`config.mk`:
```
export PLATFORM = sky130hd
export DESIGN_NAME = pgm_ascii_to_palette_chars
export DESIGN_NICKNAME = d
export VERILOG_FILES = /design/src/rtl/pgmp_pkg.sv /design/src/rtl/pgm_ascii_to_palette_chars.sv /design/src/rtl/pgmp_palette_ram.sv /design/src/rtl/pgmp_parser.sv /design/src/rtl/pgmp_emit.sv
export SDC_FILE = /design/constraint.sdc
export NUM_CORES = 2
export LEC_CHECK = 0
export BUFFER_PORTS_ARGS = -buffer_cell sky130_fd_sc_hd__buf_2
export CAP_MARGIN = 10
export CORE_ASPECT_RATIO = 0.7
export CORE_MARGIN = 10
export CORE_UTILIZATION = 60
export CTS_CLUSTER_SIZE = 16
export DETAILED_ROUTE_END_ITERATION = 16
export PLACE_DENSITY = 0.73
export SETUP_SLACK_MARGIN = 0.4
export SYNTH_ARGS = -nofsm -noshare
export SYNTH_HDL_FRONTEND = slang
export SYNTH_SLANG_ARGS = --single-unit
```
`constraint.sdc`:
```
create_clock -name clk -period 4 [get_ports clk]
set_input_delay 0 -clock clk [delete_from_list [all_inputs] [get_ports clk]]
set_output_delay 0 -clock clk [all_outputs]
set_load 0.05 [all_outputs]
```
`src/rtl/pgmp_pkg.sv`:
```
// Shared constants, types and codes of the PGM-to-palette character decoder.
package pgmp_pkg;

  localparam int PALETTE_DEPTH = 256;
  localparam int VALUE_BITS    = 16;
  localparam int STORE_SIZE    = 256;
  localparam int PAL_AW        = $clog2(STORE_SIZE);
  localparam int CMP_W         = 33;

  localparam logic [7:0] CH_HASH  = 8'h23;
  localparam logic [7:0] CH_NL    = 8'h0A;
  localparam logic [7:0] CH_TAB   = 8'h09;
  localparam logic [7:0] CH_CR    = 8'h0D;
  localparam logic [7:0] CH_SPACE = 8'h20;
  localparam logic [7:0] CH_ZERO  = 8'h30;
  localparam logic [7:0] CH_NINE  = 8'h39;

  localparam logic [2:0] TOK_WIDTH = 3'd2;
  localparam logic [2:0] TOK_PIXEL = 3'd5;

  typedef enum logic [1:0] {
    ACT_BYTE   = 2'd0,
    ACT_PAL_WR = 2'd1,
    ACT_CLEAR  = 2'd2
  } action_t;

  typedef logic [VALUE_BITS-1:0] value_t;

  // One closed pixel token and what it leads to.
  typedef struct packed {
    logic pix;       // a pixel result is due
    logic oor;       // value at or past the palette depth
    logic in_store;  // value addresses a real palette entry
    logic nl;        // a row-end newline follows the pixel
  } pix_evt_t;

endpackage

```
`src/rtl/pgm_ascii_to_palette_chars.sv`:
```
// Top level of the plain-text PGM decoder that maps pixels to palette characters.
// Datapath: a pixel's character passes through the palette read register and then the output
//   register, which it enters once the output can take a new result.
// Throughput: one request per cycle while out_tready is high, except while a pixel waits
//   behind a pending row-end newline, which goes out first and holds in_tready low.
// Reset: rst_n (synchronous, active low) clears the parser and result stage; the
//   palette memory is not cleared and holds whatever was written.
module pgm_ascii_to_palette_chars (
  input  logic        clk,
  input  logic        rst_n,
  // Input requests
  input  logic        in_tvalid,
  output logic        in_tready,
  input  logic [23:0] in_tdata,  // [7:0] data_byte, [15:8] palette_index, [23:16] palette_char
  input  logic [1:0]  in_tuser,  // [1:0] action
  // Results
  output logic        out_tvalid,
  input  logic        out_tready,
  output logic [7:0]  out_tdata, // [7:0] out_char
  output logic        out_tuser, // [0] index_out_of_range
  output logic        out_tlast  // last result caused by this request
);
  import pgmp_pkg::*;

  logic               accept;
  action_t            action;
  logic [7:0]         data_byte, palette_index, palette_char;
  logic               byte_en, clear_en, pal_wr_en, load;
  pix_evt_t           evt;
  logic [PAL_AW-1:0]  rd_addr;
  logic [7:0]         rd_data;

  // Unpack the request.
  assign data_byte     = in_tdata[7:0];
  assign palette_index = in_tdata[15:8];
  assign palette_char  = in_tdata[23:16];
  assign action        = action_t'(in_tuser);

  assign accept = in_tvalid && in_tready;

  // Decode the request kind; the unused code falls through and does nothing.
  always_comb begin
    byte_en   = 1'b0;
    clear_en  = 1'b0;
    pal_wr_en = 1'b0;
    if (accept) begin
      case (action)
        ACT_BYTE:   byte_en  = 1'b1;
        ACT_CLEAR:  clear_en = 1'b1;
        ACT_PAL_WR: pal_wr_en = CMP_W'(palette_index) < CMP_W'(PALETTE_DEPTH);
        default:    ;
      endcase
    end
  end

  // A closing pixel token reads the palette and loads the result stage.
  assign load = byte_en && evt.pix;

  pgmp_parser u_parser (
    .clk       (clk),
    .rst_n     (rst_n),
    .byte_en   (byte_en),
    .clear_en  (clear_en),
    .data_byte (data_byte),
    .evt       (evt),
    .rd_addr   (rd_addr)
  );

  // A write always lands in memory before any later pixel read samples it, so
  // no forwarding is needed.
  pgmp_palette_ram u_palette (
    .clk     (clk),
    .wr_en   (pal_wr_en),
    .wr_addr (palette_index[PAL_AW-1:0]),
    .wr_data (palette_char),
    .rd_en   (load),
    .rd_addr (rd_addr),
    .rd_data (rd_data)
  );

  pgmp_emit u_emit (
    .clk        (clk),
    .rst_n      (rst_n),
    .load       (load),
    .evt        (evt),
    .rd_data    (rd_data),
    .s1_free    (in_tready),
    .out_tvalid (out_tvalid),
    .out_tready (out_tready),
    .out_char   (out_tdata),
    .out_oor    (out_tuser),
    .out_last   (out_tlast)
  );

endmodule

```
`src/rtl/pgmp_palette_ram.sv`:
```
// Palette memory: one write port, one registered read port.
module pgmp_palette_ram (
  input  logic                       clk,
  input  logic                       wr_en,
  input  logic [pgmp_pkg::PAL_AW-1:0] wr_addr,
  input  logic [7:0]                 wr_data,
  input  logic                       rd_en,
  input  logic [pgmp_pkg::PAL_AW-1:0] rd_addr,
  output logic [7:0]                 rd_data
);
  import pgmp_pkg::*;

  logic [7:0] mem [STORE_SIZE];
  logic [7:0] rd_data_r;

  always_ff @(posedge clk) begin
    if (wr_en) begin
      mem[wr_addr] <= wr_data;
    end
  end

  // Hold the last read while no new pixel reads.
  always_ff @(posedge clk) begin
    if (rd_en) begin
      rd_data_r <= mem[rd_addr];
    end
  end

  assign rd_data = rd_data_r;

endmodule

```
`src/rtl/pgmp_parser.sv`:
```
// Text parser: comments, tokens, width capture and row counting.
module pgmp_parser (
  input  logic                        clk,
  input  logic                        rst_n,
  input  logic                        byte_en,
  input  logic                        clear_en,
  input  logic [7:0]                  data_byte,
  output pgmp_pkg::pix_evt_t          evt,
  output logic [pgmp_pkg::PAL_AW-1:0] rd_addr
);
  import pgmp_pkg::*;

  localparam int MW = VALUE_BITS + 4;

  logic        in_comment_r, in_comment_nxt;
  logic        tok_open_r, tok_open_nxt;
  logic [2:0]  tok_cnt_r, tok_cnt_nxt;
  value_t      acc_r, acc_nxt;
  logic [15:0] width_r, width_nxt;
  logic [15:0] col_r, col_nxt;

  logic        cm, blank, digit, closing;
  logic [2:0]  tc_inc;
  logic [15:0] col_inc, width_sat;
  logic [MW-1:0] prod;

  always_comb begin
    cm      = in_comment_r || (data_byte == CH_HASH);
    blank   = (data_byte == CH_SPACE) || (data_byte inside {[CH_TAB:CH_CR]});
    digit   = data_byte inside {[CH_ZERO:CH_NINE]};
    closing = !cm && blank && tok_open_r;
    tc_inc  = (tok_cnt_r < TOK_PIXEL) ? tok_cnt_r + 3'd1 : tok_cnt_r;
    col_inc = col_r + 16'd1;
    width_sat = ({16'd0, acc_r} > (VALUE_BITS+16)'(17'h0FFFF)) ? 16'hFFFF : 16'(acc_r);
    prod = (MW'(acc_r) << 3) + (MW'(acc_r) << 1) + MW'(data_byte[3:0]);

    in_comment_nxt = in_comment_r;
    tok_open_nxt   = tok_open_r;
    tok_cnt_nxt    = tok_cnt_r;
    acc_nxt        = acc_r;
    width_nxt      = width_r;
    col_nxt        = col_r;

    evt.pix      = 1'b0;
    evt.nl       = 1'b0;
    evt.oor      = CMP_W'(acc_r) >= CMP_W'(PALETTE_DEPTH);
    evt.in_store = CMP_W'(acc_r) < CMP_W'(STORE_SIZE);
    rd_addr      = acc_r[PAL_AW-1:0];

    if (byte_en) begin
      if (closing) begin
        tok_cnt_nxt = tc_inc;
        if (tc_inc == TOK_WIDTH) begin
          width_nxt = width_sat;
        end
        if (tc_inc == TOK_PIXEL) begin
          evt.pix = 1'b1;
          col_nxt = col_inc;
          if (width_r != 16'd0 && col_inc == width_r) begin
            evt.nl  = 1'b1;
            col_nxt = 16'd0;
          end
        end
        acc_nxt = '0;
      end
      if (!cm && blank) begin
        tok_open_nxt = 1'b0;
      end
      if (!cm && digit) begin
        tok_open_nxt = 1'b1;
        acc_nxt = (prod[MW-1:VALUE_BITS] != '0) ? '1 : prod[VALUE_BITS-1:0];
      end
      in_comment_nxt = cm && (data_byte != CH_NL);
    end

    if (clear_en) begin
      in_comment_nxt = 1'b0;
      tok_open_nxt   = 1'b0;
      tok_cnt_nxt    = 3'd0;
      acc_nxt        = '0;
      width_nxt      = 16'd0;
      col_nxt        = 16'd0;
    end
  end

  always_ff @(posedge clk) begin
    if (!rst_n) begin
      in_comment_r <= 1'b0;
      tok_open_r   <= 1'b0;
      tok_cnt_r    <= 3'd0;
      acc_r        <= '0;
      width_r      <= 16'd0;
      col_r        <= 16'd0;
    end else begin
      in_comment_r <= in_comment_nxt;
      tok_open_r   <= tok_open_nxt;
      tok_cnt_r    <= tok_cnt_nxt;
      acc_r        <= acc_nxt;
      width_r      <= width_nxt;
      col_r        <= col_nxt;
    end
  end

  a_tok_cnt_sat: assert property (@(posedge clk) disable iff (!rst_n)
    tok_cnt_r <= TOK_PIXEL)
    else $error("token count past saturation");

  a_col_below_width: assert property (@(posedge clk) disable iff (!rst_n)
    (width_r != 16'd0) |-> (col_r < width_r))
    else $error("column count reached row width without wrapping");

  a_no_pixel_before_header: assert property (@(posedge clk) disable iff (!rst_n)
    evt.pix |-> (tok_cnt_r >= 3'd4))
    else $error("pixel result before the header is complete");

endmodule

```
`src/rtl/pgmp_emit.sv`:
```
// Result stage: holds one pixel request and drives results out one at a time.
module pgmp_emit (
  input  logic               clk,
  input  logic               rst_n,
  input  logic               load,
  input  pgmp_pkg::pix_evt_t evt,
  input  logic [7:0]         rd_data,
  output logic               s1_free,
  output logic               out_tvalid,
  input  logic               out_tready,
  output logic [7:0]         out_char,
  output logic               out_oor,
  output logic               out_last
);
  import pgmp_pkg::*;

  logic s1_pix_r, s1_pix_nxt;
  logic s1_nl_r, s1_nl_nxt;
  logic s1_oor_r, s1_oor_nxt;
  logic s1_store_r, s1_store_nxt;
  logic nl_pend_r, nl_pend_nxt;
  logic out_valid_r, out_valid_nxt;
  logic [7:0] out_char_r, out_char_nxt;
  logic out_oor_r, out_oor_nxt;
  logic out_last_r, out_last_nxt;

  logic out_load, emit_pix, emit_nl;

  always_comb begin
    out_load = !out_valid_r || out_tready;
    // A pending row-end newline goes out ahead of the next pixel.
    emit_nl  = out_load && nl_pend_r;
    emit_pix = out_load && !nl_pend_r && s1_pix_r;
    s1_free  = !s1_pix_r || (out_load && !nl_pend_r);

    s1_pix_nxt   = s1_pix_r && !emit_pix;
    s1_nl_nxt    = s1_nl_r;
    s1_oor_nxt   = s1_oor_r;
    s1_store_nxt = s1_store_r;
    nl_pend_nxt  = (nl_pend_r && !emit_nl) || (emit_pix && s1_nl_r);
    if (load) begin
      s1_pix_nxt   = 1'b1;
      s1_nl_nxt    = evt.nl;
      s1_oor_nxt   = evt.oor;
      s1_store_nxt = evt.in_store;
    end

    out_valid_nxt = out_valid_r;
    out_char_nxt  = out_char_r;
    out_oor_nxt   = out_oor_r;
    out_last_nxt  = out_last_r;
    if (out_load) begin
      out_valid_nxt = emit_pix || emit_nl;
      if (emit_pix) begin
        out_char_nxt = (s1_oor_r || !s1_store_r) ? 8'd0 : rd_data;
        out_oor_nxt  = s1_oor_r;
        out_last_nxt = !s1_nl_r;
      end else if (emit_nl) begin
        out_char_nxt = CH_NL;
        out_oor_nxt  = 1'b0;
        out_last_nxt = 1'b1;
      end
    end
  end

  always_ff @(posedge clk) begin
    if (!rst_n) begin
      s1_pix_r    <= 1'b0;
      s1_nl_r     <= 1'b0;
      nl_pend_r   <= 1'b0;
      out_valid_r <= 1'b0;
    end else begin
      s1_pix_r    <= s1_pix_nxt;
      s1_nl_r     <= s1_nl_nxt;
      nl_pend_r   <= nl_pend_nxt;
      out_valid_r <= out_valid_nxt;
    end
  end

  always_ff @(posedge clk) begin
    s1_oor_r   <= s1_oor_nxt;
    s1_store_r <= s1_store_nxt;
    out_char_r <= out_char_nxt;
    out_oor_r  <= out_oor_nxt;
    out_last_r <= out_last_nxt;
  end

  assign out_tvalid = out_valid_r;
  assign out_char   = out_char_r;
  assign out_oor    = out_oor_r;
  assign out_last   = out_last_r;

  a_load_when_free: assert property (@(posedge clk) disable iff (!rst_n)
    load |-> s1_free)
    else $error("pixel request loaded over a pending one");

  a_oor_zero_char: assert property (@(posedge clk) disable iff (!rst_n)
    (out_valid_r && out_oor_r) |-> (out_char_r == 8'd0))
    else $error("out-of-range result carries a character");

  a_newline_follows: assert property (@(posedge clk) disable iff (!rst_n)
    (out_valid_r && !out_last_r) |-> nl_pend_r)
    else $error("non-final result without a pending newline");

  a_nl_needs_pixel: assert property (@(posedge clk) disable iff (!rst_n)
    (load && evt.nl) |=> (s1_pix_r && s1_nl_r))
    else $error("newline request lost on load");

endmodule
```
==> parameters.txt <==
Parameter                              Value

Drt
  1st-iter DRT viols ... 6807
  Vias per Instance ... 6.834
  Total detailed-routing wirelength ... 222500 µm
  Remaining design rule violation count ... 0
  Met2 routed wirelength ... 97610 µm
  Average routed wire per standard cell ... 33.41 µm
  TritonRoute pass-1 iters ... 6
  Wl on met1 ... 87390 µm
  Highest layer used for signal routing ... met5
  Via Count ... 45.52k
  Met3 Wirelength ... 29890 µm
  Number of routed nets with antenna violations ... 0

Logic synthesis
  Mean area per synthesized cell ... 19.84 µm²
  Cell count after synthesis ... 4262
  Area share of the largest cell type after synthesis ... 73.42%
  Area of the mapped netlist ... 84580 µm²
  Async SR Flop Fraction ... 0%
  Number of synthesized flops with an enable pin ... 2068
  FF+latch count, synth ... 2125
  Sequential fraction of the synthesis area ... 74.77%
  Syn. warnings ... 0
  Dominant synthesized flop cell ... sky130_fd_sc_hd__edfxtp_1
  Cell type contributing the most total cell area after synthesis ... sky130_fd_sc_hd__edfxtp_1
  Count of cell types in the netlist ... 84
  Most area-consuming cells after synthesis ... sky130_fd_sc_hd__edfxtp_1 (73%), sky130_fd_sc_hd__mux4_2 (13%), sky130_fd_sc_hd__mux2i_1 (2.0%)
  Synthesized netlist net count ... 4327

Layout
  Commonest non-fill, non-tap cells in the layout ... sky130_fd_sc_hd__edfxtp_1 (2068), sky130_fd_sc_hd__mux4_2 (503), sky130_fd_sc_hd__buf_4 (309), sky130_fd_sc_hd__nor2_1 (303), sky130_fd_sc_hd__nand2_1 (197)
  Filler cell count ... 8696
  Share of post-route cells with drive strength above 1 ... 25.38%
  Most common cell after layout, fill and taps aside ... sky130_fd_sc_hd__edfxtp_1
  Core Util, Final ... 67.92%
  Area growth from synthesis to final layout ... 12.66%
  Multi-input logic area ... 19920 µm²
  Number of nets in the final layout ... 4702
  Sequential cell area ... 63260 µm²

CTS
  TritonCTS clock tree ... yes
  Clk_lat worst skew ... 840 ps
  Number of H-tree branching levels ... 4
  Master cell of the clock root buffer ... sky130_fd_sc_hd__clkbuf_16
  Maximum count of clock buffers along a single path ... 3
  Number of buffers created by CTS ... 187
  Number of sinks handled by clock tree synthesis ... 2125
  CTS clk-pin slew, worst paths ... 60 ps

Placement
  Half-perimeter wire length of the detailed placement result ... 136600 µm
  Final GP Congestion ... 0.8868
  Port Buffers ... 41

STA
  Transition at the pin with the smallest max-transition slack ... 1198 ps
  Final setup fails ... 0
  Achievable frequency ... 280.1 MHz
  Worst-case clock skew ... 29.71 ps
  Total Negative Setup Slacks ... 0 ps
  Max Slew Vio Count ... 0
  Portion of the clock cycle consumed by the worst path in the final layout ... 89.24%
  Period minus WS final ... 3570 ps
  Slew Limit Headroom ... 20.13%
  Fin Hold WS ... 88.11 ps
  RSZ-0062 raised after global routing ... true
  Final Hold Vio Count ... 0

GRT
  Number of global-route vias before repair ... 44.10k
  Pin count of the biggest net entering global routing ... 134
  Residual overflow from global routing ... 0
  Global routing usage summed across all routing layers ... 28.32%
  Initial antenna violation count ... 11
  Wire length of the first global-routing pass ... 319400 µm

Worst setup path
  Critical Path End Type ... register
  CP max-delay cell ... sky130_fd_sc_hd__nor2_1
  Largest fanout on the critical path ... 16
  Cell-by-cell listing of the critical path ... nor2b_1 -> o21ai_1 -> nand4b_1 -> nor3_1 -> buf_4 -> nand2_1 -> nor2_1
  Setup Crit Path Kind ... register to register
  Data required time of the critical path ... 4420 ps
  Largest incremental delay on the critical path ... 930 ps
  Cell type group with the largest total delay on the critical path ... simple AND/OR/NAND/NOR gates
  Kind of start point of the critical path ... register
  Worst endpoint data arrival time ... 3990 ps
  WP buf/inv ... 1

Power
  Power share of the combinational group ... 1.7%
  Ratio of total power to cell area ... 449.6 nW/µm²
  Sw Share ... 19.88%
  Sequential share of power ... 57.0%
  Cell-internal power ... 34.33 mW
  Power share of the clock group ... 41.3%
  Worst voltage drop across the vdd grid ... 0.5084 mV
  Leak pwr ... 29.77 nW
  Switching power total ... 8.515 mW

Die
  Number of rows in the core area ... 115
  I/O pin total ... 42
  Full die area ... 156600 µm²
  Floorplan die height ... 334.1 µm
  Core Area ... 140300 µm²
  Die width ... 468.7 µm
  Starting Density ... 60.29%

Run
  Max capacitance violation total ... 0

Run status
  Run status ... finished, final reports clean

Hold path
  Hold Crit Class ... input pin to register
==> final timing paths <==
path | cells after the start | slack, ps | end | start
worst min-delay path | 4 | 90 | u_palette.mem[127][7] | in_tdata[13]
worst min register to register | 2 | 490 | u_parser.width_r[1] | u_parser.width_r[1]
worst max register to register | 7 | 430 | u_palette.mem[26][2] | u_emit.out_tvalid
worst max-delay path | 7 | 430 | u_palette.mem[26][2] | u_emit.out_tvalid
==> Yosys cell counts (4+ instances only) <==
library cell and n:
sky130_fd_sc_hd__a211oi_1 8, sky130_fd_sc_hd__a21o_1 14, sky130_fd_sc_hd__a21oi_1 93, sky130_fd_sc_hd__a221o_1 8, sky130_fd_sc_hd__a221oi_1 22, sky130_fd_sc_hd__a22oi_1 23, sky130_fd_sc_hd__a311oi_1 6, sky130_fd_sc_hd__a31oi_1 31
sky130_fd_sc_hd__a32oi_1 7, sky130_fd_sc_hd__and2_1 10, sky130_fd_sc_hd__and3_1 11, sky130_fd_sc_hd__buf_1 14, sky130_fd_sc_hd__buf_2 53, sky130_fd_sc_hd__buf_4 30, sky130_fd_sc_hd__buf_6 27, sky130_fd_sc_hd__buf_8 9
sky130_fd_sc_hd__clkbuf_1 108, sky130_fd_sc_hd__dfxtp_1 57, sky130_fd_sc_hd__edfxtp_1 2068, sky130_fd_sc_hd__ha_1 33, sky130_fd_sc_hd__inv_1 21, sky130_fd_sc_hd__mux2_2 11, sky130_fd_sc_hd__mux2i_1 172, sky130_fd_sc_hd__mux4_2 503
sky130_fd_sc_hd__nand2_1 197, sky130_fd_sc_hd__nand2b_1 10, sky130_fd_sc_hd__nand3_1 66, sky130_fd_sc_hd__nand4_1 20, sky130_fd_sc_hd__nand4b_1 4, sky130_fd_sc_hd__nor2_1 307, sky130_fd_sc_hd__nor2b_1 22, sky130_fd_sc_hd__nor3_1 36
sky130_fd_sc_hd__nor3b_1 4, sky130_fd_sc_hd__nor4_1 12, sky130_fd_sc_hd__o211ai_1 12, sky130_fd_sc_hd__o21a_1 4, sky130_fd_sc_hd__o21ai_0 45, sky130_fd_sc_hd__o221ai_1 16, sky130_fd_sc_hd__o22ai_1 26, sky130_fd_sc_hd__o31ai_1 5
sky130_fd_sc_hd__or2_2 20, sky130_fd_sc_hd__or3_1 4, sky130_fd_sc_hd__xnor2_1 21, sky130_fd_sc_hd__xor2_1 28
==> state kept, by name, summed over array words and instances, names as in the netlist, 3 cells and up <==
| name | count |
|---|---|
| u_palette.mem | 2048 |
| u_parser.acc_r | 16 |
| u_parser.col_r | 16 |
| u_parser.width_r | 16 |
| u_emit.out_char | 8 |
| u_palette.rd_data | 8 |
| u_parser.tok_cnt_r | 3 |
==> logic make-up after synthesis <==
group           Yosys count  synth area share (%)
simple gates            739                 3.932
compound gates          361                 2.891
mux                     687                 15.61
flops                  2125                 74.77
fa+ha+maj                35                0.5355
xor+xnor                 49                0.5074
buf+inv                 266                 1.753
==> per-layer routing <==
layer	track usage (%)	vias up
li1	-	18230
met1	42.59	23590
met2	40.12	3238
met3	8.274	441
met4	9.255	12
met5	0	-
==> power groups by stage <==
stage / logic (mW) / clock network [mW] / registers [mW]
6_report: 0.727 / 17.7 / 24.4
5_1_grt: 0.760 / 18.7 / 24.4
4_1_cts: 0.710 / 17.8 / 24.4
3_5_place_dp: 0.689 / 0 / 24.9
2_1_floorplan: 0.153 / 0 / 24.9
3_3_place_gp: 0.663 / 0 / 24.9
==> worst reg2reg max path: stages (launching register included) <==
cell and delay [ps]:
sky130_fd_sc_hd__dfxtp_1 310, sky130_fd_sc_hd__nor2b_1 170, sky130_fd_sc_hd__o21ai_1 260, sky130_fd_sc_hd__nand4b_1 300, sky130_fd_sc_hd__nor3_1 490, sky130_fd_sc_hd__buf_4 250
sky130_fd_sc_hd__nand2_1 460, sky130_fd_sc_hd__nor2_1 940
==> area by class of cell <==
class                           instances  share of cell area (%)
Antenna cell                            1                0.002626
Clock buffer                          243                   5.293
Clock inverter                         96                  0.8850
Inverter                               24                  0.1024
Multi-Input combinational cell       1871                   20.91
Sequential cell                      2125                   66.39
Tap cell                             1872                   2.458
Timing Repair Buffer                  428                   3.959
==> what timing repair did <==
action | CTS | global route
cloned | 0 | 0
buffers inserted | 0 | 2
hold endpoints to repair | 787 | 0
resized for setup | 1 | 3
hold buffers | 37 | 0
endpoints found under the setup margin | 1 | 55
==> stage by stage <==
stage	setup WS, ps	cells	total power, mW	cell area [µm²]
finish	430.3	6660	42.84	95290
global route	326.3	6659	43.86	95280
CTS	429.9	6657	42.95	95250
detailed placement	345.3	6281	25.58	88990
global placement	373.1	6281	25.55	88990
floorplan	449.0	4262	25.05	84580
Note: power is estimated with default switching activity, not from simulation.
